==> src/rtl/core/fbds_pkg.sv <==
// Package for the four-button debounced scanner.
// Holds the phase encoding, result type and reset constants; no dependencies.
`default_nettype none

package fbds_pkg;

  localparam int unsigned NUM_BUTTONS = 4;
  localparam int unsigned BTN_IDX_W   = 2;
  localparam int unsigned TICK_W      = 8;

  localparam logic [TICK_W-1:0] DEBOUNCE_RESET = 8'd30;

  typedef enum logic [1:0] {
    PH_IDLE         = 2'd0,
    PH_PRESS_WAIT   = 2'd1,
    PH_HELD         = 2'd2,
    PH_RELEASE_WAIT = 2'd3
  } phase_t;

  typedef struct packed {
    logic [NUM_BUTTONS-1:0] lamps;
    logic                   event_valid;
    logic [BTN_IDX_W-1:0]   event_button;
  } result_t;

endpackage : fbds_pkg

`default_nettype wire

==> src/rtl/core/fbds_if.sv <==
// Handshake channel interfaces for the four-button debounced scanner.
// Depends on fbds_pkg for field widths.
`default_nettype none

interface fbds_in_if;
  import fbds_pkg::*;
  logic                   valid;
  logic                   ready;
  logic [NUM_BUTTONS-1:0] buttons_n;

  modport source (output valid, output buttons_n, input ready);
  modport sink   (input valid, input buttons_n, output ready);
endinterface : fbds_in_if

interface fbds_out_if;
  import fbds_pkg::*;
  logic                   valid;
  logic                   ready;
  logic [NUM_BUTTONS-1:0] lamps;
  logic                   event_valid;
  logic [BTN_IDX_W-1:0]   event_button;

  modport source (output valid, output lamps, output event_valid, output event_button,
                  input ready);
  modport sink   (input valid, input lamps, input event_valid, input event_button,
                  output ready);
endinterface : fbds_out_if

interface fbds_cfg_if;
  import fbds_pkg::*;
  logic              valid;
  logic              ready;
  logic [TICK_W-1:0] debounce_ms;

  modport source (output valid, output debounce_ms, input ready);
  modport sink   (input valid, input debounce_ms, output ready);
endinterface : fbds_cfg_if

`default_nettype wire

==> src/rtl/core/fbds_fsm.sv <==
// Debounce state machine: phase, chosen button and tick counter.
// Depends on fbds_pkg; advances one tick each cycle that step is high.
`default_nettype none

module fbds_fsm
  import fbds_pkg::*;
(
  input  wire logic                   clk,
  input  wire logic                   rst_n,
  input  wire logic                   step,
  input  wire logic [NUM_BUTTONS-1:0] buttons_n,
  input  wire logic [TICK_W-1:0]      debounce_ms,
  output result_t                     res
);

  phase_t                 phase_r, phase_nxt;
  logic [BTN_IDX_W-1:0]   chosen_r, chosen_nxt;
  logic [TICK_W-1:0]      elapsed_r, elapsed_nxt;
  logic [TICK_W-1:0]      elapsed_inc;
  logic                   wait_done;
  logic                   chosen_held;
  logic                   any_held;
  logic [BTN_IDX_W-1:0]   first_held;
  logic                   evt;

  assign elapsed_inc = elapsed_r + TICK_W'(1);
  assign wait_done   = (elapsed_inc >= debounce_ms);
  assign chosen_held = ~buttons_n[chosen_r];
  assign any_held    = ~(&buttons_n);

  // Fixed priority: green, white, blue, red.
  always_comb begin
    first_held = BTN_IDX_W'(3);
    if (!buttons_n[0]) begin
      first_held = BTN_IDX_W'(0);
    end else if (!buttons_n[1]) begin
      first_held = BTN_IDX_W'(1);
    end else if (!buttons_n[2]) begin
      first_held = BTN_IDX_W'(2);
    end
  end

  // Next state
  always_comb begin
    phase_nxt   = phase_r;
    chosen_nxt  = chosen_r;
    elapsed_nxt = elapsed_r;
    evt         = 1'b0;
    case (phase_r)
      PH_IDLE: begin
        if (any_held) begin
          chosen_nxt  = first_held;
          elapsed_nxt = '0;
          phase_nxt   = PH_PRESS_WAIT;
        end
      end
      PH_PRESS_WAIT: begin
        elapsed_nxt = elapsed_inc;
        if (wait_done) begin
          phase_nxt = chosen_held ? PH_HELD : PH_IDLE;
        end
      end
      PH_HELD: begin
        if (!chosen_held) begin
          elapsed_nxt = '0;
          phase_nxt   = PH_RELEASE_WAIT;
        end
      end
      PH_RELEASE_WAIT: begin
        elapsed_nxt = elapsed_inc;
        if (wait_done) begin
          evt       = 1'b1;
          phase_nxt = PH_IDLE;
        end
      end
      default: begin
        phase_nxt = PH_IDLE;
      end
    endcase
  end

  // Outputs reflect the state after this tick.
  always_comb begin
    res.lamps        = '0;
    res.event_valid  = evt;
    res.event_button = evt ? chosen_r : '0;
    if (phase_nxt == PH_HELD || phase_nxt == PH_RELEASE_WAIT) begin
      res.lamps[chosen_nxt] = 1'b1;
    end
  end

  always_ff @(posedge clk) begin
    if (!rst_n) begin
      phase_r   <= PH_IDLE;
      chosen_r  <= '0;
      elapsed_r <= '0;
    end else if (step) begin
      phase_r   <= phase_nxt;
      chosen_r  <= chosen_nxt;
      elapsed_r <= elapsed_nxt;
    end
  end

endmodule : fbds_fsm

`default_nettype wire

==> src/rtl/core/four_button_debounced_scanner.sv <==
// Top level of the four-button debounced scanner.
// Depends on fbds_pkg, the fbds_*_if interfaces and fbds_fsm.
//
// Usage:
//  - in_ch carries one millisecond tick per transfer: the raw active-low
//    levels of four buttons (bit0 green, bit1 white, bit2 blue, bit3 red).
//  - out_ch returns exactly one result per tick: lamp drive, and a one-tick
//    event flag with the button index when a debounced press and release
//    completes.
//  - cfg_ch writes debounce_ms, the settling wait in ticks; cfg_ch.ready is
//    always high. Write it only while no tick is in flight.
//  - An input transfer passes through the input register and then the result
//    register before its result can transfer out.
//    One tick is taken every cycle while out_ch does not stall; the state
//    update is a single compare and increment between the two registers.
//  - Reset (rst_n low, synchronous) returns to idle scanning with lamps off,
//    clears both stage valids and loads debounce_ms with 30.
//  - When out_ch stalls, the result holds in the output register and the
//    input register holds its tick; in_ch.ready drops only once both are full.
`default_nettype none

module four_button_debounced_scanner
  import fbds_pkg::*;
(
  input  wire logic   clk,
  input  wire logic   rst_n,
  fbds_in_if.sink     in_ch,
  fbds_out_if.source  out_ch,
  fbds_cfg_if.sink    cfg_ch
);

  logic [TICK_W-1:0]      debounce_r;
  logic                   s1_valid_r, s1_valid_nxt;
  logic [NUM_BUTTONS-1:0] s1_buttons_r;
  logic                   out_valid_r, out_valid_nxt;
  result_t                out_res_r;
  result_t                step_res;
  logic                   in_xfer;
  logic                   advance;

  // Advance the held tick when the result register is free or being drained.
  assign advance  = s1_valid_r && (!out_valid_r || out_ch.ready);
  assign in_ch.ready = !s1_valid_r || advance;
  assign in_xfer  = in_ch.valid && in_ch.ready;

  assign cfg_ch.ready = 1'b1;

  // Configuration register
  always_ff @(posedge clk) begin
    if (!rst_n) begin
      debounce_r <= DEBOUNCE_RESET;
    end else if (cfg_ch.valid) begin
      debounce_r <= cfg_ch.debounce_ms;
    end
  end

  // Input register
  always_comb begin
    s1_valid_nxt = s1_valid_r;
    if (in_xfer) begin
      s1_valid_nxt = 1'b1;
    end else if (advance) begin
      s1_valid_nxt = 1'b0;
    end
  end

  always_ff @(posedge clk) begin
    if (!rst_n) begin
      s1_valid_r <= 1'b0;
    end else begin
      s1_valid_r <= s1_valid_nxt;
    end
  end

  always_ff @(posedge clk) begin
    if (in_xfer) begin
      s1_buttons_r <= in_ch.buttons_n;
    end
  end

  // State update for the tick in the input register
  fbds_fsm u_fsm (
    .clk         (clk),
    .rst_n       (rst_n),
    .step        (advance),
    .buttons_n   (s1_buttons_r),
    .debounce_ms (debounce_r),
    .res         (step_res)
  );

  // Result register: load on advance, drop on transfer out.
  always_comb begin
    out_valid_nxt = out_valid_r;
    if (advance) begin
      out_valid_nxt = 1'b1;
    end else if (out_ch.ready) begin
      out_valid_nxt = 1'b0;
    end
  end

  always_ff @(posedge clk) begin
    if (!rst_n) begin
      out_valid_r <= 1'b0;
    end else begin
      out_valid_r <= out_valid_nxt;
    end
  end

  always_ff @(posedge clk) begin
    if (advance) begin
      out_res_r <= step_res;
    end
  end

  assign out_ch.valid        = out_valid_r;
  assign out_ch.lamps        = out_res_r.lamps;
  assign out_ch.event_valid  = out_res_r.event_valid;
  assign out_ch.event_button = out_res_r.event_button;

endmodule : four_button_debounced_scanner

`default_nettype wire

==> src/flat_wrapper.sv <==
// flat-port wrapper written by rule: the top's interface ports become plain ports
module four_button_debounced_scanner_flat import fbds_pkg::*;
  (clk, rst_n, in_ch_valid, in_ch_buttons_n, in_ch_ready, out_ch_valid, out_ch_lamps, out_ch_event_valid, out_ch_event_button, out_ch_ready, cfg_ch_valid, cfg_ch_debounce_ms, cfg_ch_ready);
  fbds_in_if in_ch_i ();
  fbds_out_if out_ch_i ();
  fbds_cfg_if cfg_ch_i ();
  input  wire logic clk;
  input  wire logic rst_n;
  input wire logic [$bits(in_ch_i.valid)-1:0] in_ch_valid;
  input wire logic [$bits(in_ch_i.buttons_n)-1:0] in_ch_buttons_n;
  output wire logic [$bits(in_ch_i.ready)-1:0] in_ch_ready;
  output wire logic [$bits(out_ch_i.valid)-1:0] out_ch_valid;
  output wire logic [$bits(out_ch_i.lamps)-1:0] out_ch_lamps;
  output wire logic [$bits(out_ch_i.event_valid)-1:0] out_ch_event_valid;
  output wire logic [$bits(out_ch_i.event_button)-1:0] out_ch_event_button;
  input wire logic [$bits(out_ch_i.ready)-1:0] out_ch_ready;
  input wire logic [$bits(cfg_ch_i.valid)-1:0] cfg_ch_valid;
  input wire logic [$bits(cfg_ch_i.debounce_ms)-1:0] cfg_ch_debounce_ms;
  output wire logic [$bits(cfg_ch_i.ready)-1:0] cfg_ch_ready;
  assign in_ch_i.valid = in_ch_valid;
  assign in_ch_i.buttons_n = in_ch_buttons_n;
  assign in_ch_ready = in_ch_i.ready;
  assign out_ch_valid = out_ch_i.valid;
  assign out_ch_lamps = out_ch_i.lamps;
  assign out_ch_event_valid = out_ch_i.event_valid;
  assign out_ch_event_button = out_ch_i.event_button;
  assign out_ch_i.ready = out_ch_ready;
  assign cfg_ch_i.valid = cfg_ch_valid;
  assign cfg_ch_i.debounce_ms = cfg_ch_debounce_ms;
  assign cfg_ch_ready = cfg_ch_i.ready;
  four_button_debounced_scanner u_core (.clk(clk), .rst_n(rst_n), .in_ch(in_ch_i), .out_ch(out_ch_i), .cfg_ch(cfg_ch_i));
endmodule
==> config.mk <==
export PLATFORM = sky130hd
export DESIGN_NAME = four_button_debounced_scanner_flat
export DESIGN_NICKNAME = d
export VERILOG_FILES = /design/src/rtl/core/fbds_pkg.sv /design/src/rtl/core/fbds_if.sv /design/src/rtl/core/fbds_fsm.sv /design/src/rtl/core/four_button_debounced_scanner.sv /design/src/flat_wrapper.sv
export SDC_FILE = /design/constraint.sdc
export NUM_CORES = 1
export LEC_CHECK = 0
export BUFFER_PORTS_ARGS = -buffer_cell sky130_fd_sc_hd__buf_2
export CORE_UTILIZATION = 50
export DETAILED_ROUTE_END_ITERATION = 10
export HOLD_SLACK_MARGIN = 0.08
export PLACE_DENSITY = 0.82
export SYNTH_ARGS = -nofsm -noshare
export SYNTH_HDL_FRONTEND = slang
export SYNTH_SLANG_ARGS = --single-unit
==> constraint.sdc <==
create_clock -name clk -period 2.6 [get_ports clk]
set_clock_uncertainty 0.1 [all_clocks]
set_input_delay 0.52 -clock clk [delete_from_list [all_inputs] [get_ports clk]]
set_output_delay 0.52 -clock clk [all_outputs]
set_load 0.03 [all_outputs]
=== Word-level counts from Yosys, hierarchy flattened ===
Cells that the tools add are included.
Widths: inputs -> output; s select.

* Bits in registers: 33
* Bits of input ports: 17
* Logic and storage cells: 60

* Add/subtract/negate cells: 1
* Magnitude comparators: 4
* Eq/ne operators: 7
* Muxes and demuxes: 24
* Reduce and logical (&&, ||, !) cells: 14

{| class="wikitable"
|+ Operators with widths
! operator !! count
|-
| $pmux 8 s3 || 1
|-
| $mux 2 || 9
|-
| $mux 8 || 2
|-
| $mux 1 || 9
|-
| $add 8x1->8 const B || 1
|-
| $eq 2x2->1 const B || 4
|-
| $ge 8x8->1 || 1
|-
| $pmux 2 s4 || 1
|-
| $lt 2x3->1 const B || 2
|-
| $ne 2x2->1 const B || 2
|-
| $reduce_and 4->1 || 1
|-
| $reduce_bool 2->1 || 2
|-
| $logic_and 1x1->1 || 3
|-
| $logic_or 1x1->1 || 3
|-
| $reduce_and 3->1 || 1
|-
| $bmux 1 s2 || 1
|-
| $demux 1 s2 || 1
|-
| $eq 2x1->1 const B || 1
|-
| $ge 2x1->1 const B || 1
|-
| $logic_not 1->1 || 2
|-
| $logic_not 2->1 || 1
|-
| $reduce_or 2->1 || 1
|}

=== Longest topological paths before layout ===
* Word-level depth: 9
* Mapped depth: 10
* Depth with buffers taken out: 10

=== Hierarchy ===
From an unflattened synthesis, not the netlist that was laid out.

* Cells, all modules: 170
* Area total of the unflattened synthesis: 1,717.9 µm²

{| class="wikitable"
|+ Modules (own cells, without submodules)
! module !! instances !! cells each !! area an instance (µm²)
|-
| fbds_fsm || 1 || 122 || 996.0
|-
| four_button_debounced_scanner || 1 || 48 || 721.9
|}

=== Worst setup path before layout ===
Ideal clock, no wire load.

* Kind: flip-flop to flip-flop
* From: register u_core.u_fsm.elapsed_r[0]
* To: register u_core.out_res_r, in the netlist u_core.out_ch.lamps[2], data pin
* Library setup time: 0.273 ns
* Arrival time: 2.377 ns
* Data required time: 2.227 ns
* Setup slack: -0.150 ns
* Cell stages (with the launch flop): 10
* Path buffers: 0
* Period minus slack after synthesis: 2.750 ns
* Path through: dfxtp_1 ha_1 nand3_1 o21a_1 or2_2 ha_1 nand4_1 o31a_2 o21ai_0 a21boi_0

* Word-level cells in the longest chain between the ends: 6
* Elaborated cells on any way between the ends: 8
* Classes of those cells: add/sub: 1; order compare: 1; eq/ne: 2; mux: 3; reduce/logical: 1

{| class="wikitable"
|+ Ends and longest elaborated chain
! item !! line !! RTL
|-
| start, declared || fbds_fsm.sv:18 || <nowiki>logic [TICK_W-1:0] elapsed_r, elapsed_nxt;</nowiki>
|-
| start signal, assigned || fbds_fsm.sv:100 || <nowiki>elapsed_r <= elapsed_nxt;</nowiki>
|-
| $add 8x1->8 * || fbds_fsm.sv:26 || <nowiki>assign elapsed_inc = elapsed_r + TICK_W'(1);</nowiki>
|-
| $ge 8x8->1 * || fbds_fsm.sv:27 || <nowiki>assign wait_done = (elapsed_inc >= debounce_ms);</nowiki>
|-
| $mux 2, on equally long branches || fbds_fsm.sv:71, fbds_fsm.sv:59 ||
|-
| $pmux 2 s4 * || fbds_fsm.sv:49 || <nowiki>case (phase_r)</nowiki>
|-
| $eq 2x2->1 || fbds_fsm.sv:87 || <nowiki>if (phase_nxt == PH_HELD || phase_nxt == PH_RELEASE_WAIT) begin</nowiki>
|-
| $logic_or 1x1->1 * || fbds_fsm.sv:87 ||
|-
| end signal, assigned || four_button_debounced_scanner.sv:111 || <nowiki>out_res_r <= step_res;</nowiki>
|-
| end, declared || four_button_debounced_scanner.sv:36 || <nowiki>result_t out_res_r;</nowiki>
|}

Every way passes the cells marked *; elsewhere a longest branch is shown, timed or not.
A chain may end at the register's enable or synchronous reset.

=== Final worst setup path ===
Ends and elaborated chain as after synthesis.

==> flow_metrics.py <==
metrics = {
    "placement": {
        "portBuffers": 25,
        "place_ws_ps": 5.92,
        "hpwlAfterDp_um": 2410,
        "finalWeightedCongestion": 0.832,
        "dpl_cell_area_um2": 1900,
        "dp_cells": 255,
    },
    "synth": {
        "avgSynthCellArea_um2": 9.26,
        "seq_area_frac_synth": 0.455,
        "synth-seq-cells": 33,
        "syn-num-nets": 209,
        "synth-edff-count": 11,
        "synth_cells": 183,
        "synthArstFlopShare": 0,
        "ys_types": 43,
        "yosys_warnings": 0,
        "synth_area_um2": 1690,
        "ys.flop_type": "dfxtp_1",
    },
    "clocking": {
        "clk_pin_slew_ps": 100,
        "clk_latency_ps": 340,
        "cts_tree": "yes",
        "numCtsBuffers": 5,
        "htreeDepth": 2,
        "cts-hold-fix-buffers": 0,
        "clock_path_buffers": 2,
        "clock_sinks": 33,
        "cts_setup_buffers": 0,
        "clock-root-buffer": "clkbuf_4",
    },
    "route": {
        "wl_met3_um": 134,
        "top_layer": "met4",
        "antenna_left": 0,
        "drt_iter0_markers": 39,
        "drt_wl_total_um": 3390,
        "drt_first_pass_iters": 4,
        "wl_per_cell_um": 12.9,
        "avgViaCountPerCell": 5.25,
        "drt-met1-wl_um": 1600,
        "wl_met2_um": 1570,
        "vias": 1380,
        "drc": 0,
    },
    "floorplan": {
        "chipWidth_um": 60.2,
        "die_h_um": 60.2,
        "die_area_um2": 3630,
        "io_pins": 27,
        "fp.coreArea_um2": 3130,
        "rows": 20,
        "start_util": 0.542,
    },
    "grt": {
        "grt_max_degree": 19,
        "overflow": 0,
        "antenna_found_initial": 0,
        "first_global_vias": 1279,
        "grt_use_total": 0.215,
        "grt_pass1_wl_um": 5560,
    },
    "sta": {
        "setup_viol": 0,
        "slew_headroom": 0.631,
        "max_freq_mhz": 402,
        "tns_ps": 0,
        "finalCritPeriodShare": 0.958,
        "worstMarginPinSlew_ps": 540,
        "drv_slew": 0,
        "hold_viol_final": 0,
        "setup_slack_ps": 110,
        "fin_crit_ps": 2490,
        "whs_ps": 257,
    },
    "power": {
        "p_switching_mw": 0.256,
        "finalPower_mw": 1.05,
        "p_int_mw": 0.796,
        "power_density_nw_per_um2": 518,
        "clkPwrFrac": 0.351,
        "total_leakage_power_nw": 0.857,
        "ir_worst_vdd_uv": 333,
        "switching_share": 0.244,
        "comb_power_share": 0.109,
        "seqPwrFrac": 0.540,
    },
    "critical_path": {
        "path_max_fanout": 4,
        "cp-start-kind": "flop",
        "slowest_delay_ps": 380,
        "crit_path_cell_trace": "ha_4 > nand3_2 > o21a_1 > or2_2 > ha_1 > nand4_1 > o31a_2 > o21ai_4 > a21boi_0",
        "rr_worst_depth": 9,
        "critPathCaptureType": "flop",
        "critPathRequiredTime_ps": 2590,
        "critPathKind": "reg2reg",
        "critPathArrivalTime_ps": 2480,
        "cp_slowest_cell": "dfxtp_2",
    },
    "finish": {
        "final_nets": 244,
        "drive_gt1_frac": 0.269,
        "final_util": 0.649,
        "post-route-cell-area_um2": 2030,
        "num_antenna_cells": 0,
        "syn2layout_area_growth_pct": 19.9,
        "fin_cells": 263,
    },
    "job": {
        "drv_cap": 0,
    },
    "hold_path": {
        "holdCritPathClass": "in2reg",
        "min_path_cells": 1,
    },
    "outcome": {
        "outcome": "completed",
    },
}
==> flip-flops by register name, indices dropped and copies added, names as in the netlist <==
register and flops:
u_core.debounce_r 8, u_core.u_fsm.elapsed_r 8, u_core.out_ch.lamps 4, u_core.s1_buttons_r 4, u_core.out_ch.event_button 2, u_core.u_fsm.chosen_r 2, u_core.u_fsm.phase_r 2, u_core.out_ch.event_valid 1
u_core.out_ch.valid 1, u_core.s1_valid_r 1
==> cell usage after synthesis (4+ instances only) <==
cell / n / area (um2)
dfxtp_1: 22 / 440
nand2_1: 20 / 75.1
a21oi_1: 17 / 85.1
nor2_1: 15 / 56.3
edfxtp_1: 11 / 330
inv_1: 11 / 41.3
ha_1: 9 / 113
o21ai_0: 9 / 45.0
nand3_1: 8 / 40.0
nor3_1: 6 / 30.0
and2_1: 4 / 25.0
mux2i_1: 4 / 40.0
o211ai_1: 4 / 30.0
o21a_1: 4 / 30.0
==> what timing repair did <==
| item | in CTS | in global routing |
|---|---|---|
| pin swaps | 0 | 5 |
| endpoints found under the setup margin | 1 | 7 |
| endpoints found under the hold margin | 0 | 0 |
| resized for setup | 1 | 12 |
==> power by group through the flow <==
stage,clock [mW],sequential [mW],combinational (mW)
global route,0.399,0.571,0.127
finish,0.369,0.568,0.115
CTS,0.376,0.567,0.112
global placement,0,0.579,0.109
detailed placement,0,0.579,0.111
floorplan,0,0.583,0.0710
==> cell usage in the layout (no fill, tap or decap), drive strengths merged, types with 2 or more instances in the layout <==
cell,count
o21a,4
inv,11
mux2,2
xor2,2
a21oi,17
or2,2
and2,5
clkbuf,6
dfxtp,22
nor2b,2
clkinv,2
nor3,6
edfxtp,11
nand4,2
nor2,15
mux2i,4
buf,33
xnor2,2
a22oi,2
nand2,20
o211ai,4
nand3,8
o21ai,10
ha,9
a211oi,2
nor4,2
nand2b,2
==> final cells by class <==
class,count,area (um2)
inverters,12,45.0
fillers,259,1100
flip-flops and latches,33,777
multi-input cells,133,893
clock inverters,2,33.8
well taps,44,55.1
repair buffers,33,185
clock buffers,6,41.3
==> kinds of logic after synthesis <==
kind of cell / after synthesis / synth area share
simple gates: 67 / 0.188
compound gates: 45 / 0.169
flops: 33 / 0.455
buf+inv: 17 / 0.0465
fa+ha+maj: 9 / 0.0665
mux: 7 / 0.0524
xor+xnor: 4 / 0.0207
other cells: 1 / 0.00221
==> worst max-delay path: cells and delay by family (launching register included) <==
family                     cells  cell delay, ps
adders and majority gates      2             450
DFF                            1             380
and+or+nand+nor                3             500
AOI/OAI and AO/OA              4             820
==> routing by layer <==
layer  vias up  global-route usage
li1        719                   -
met1       614               0.262
met2        39               0.325
met3         8              0.0714
met4         0               0.130
met5         -                   0
==> worst paths after layout <==
path	end	slack, ps	startpoint
worst max-delay path	u_core.out_ch.lamps[2]$_SDFFCE_PN0P_	110	u_core.u_fsm.elapsed_r[0]$_SDFFE_PN0P_
worst min-delay path	u_core.s1_buttons_r[1]$_DFFE_PP_	260	in_ch_buttons_n[1]
worst max register to register	u_core.out_ch.lamps[2]$_SDFFCE_PN0P_	110	u_core.u_fsm.elapsed_r[0]$_SDFFE_PN0P_
worst min register to register	u_core.debounce_r[1]$_SDFFE_PN1P_	400	u_core.debounce_r[1]$_SDFFE_PN1P_
Power figures use the tool's default switching activity.
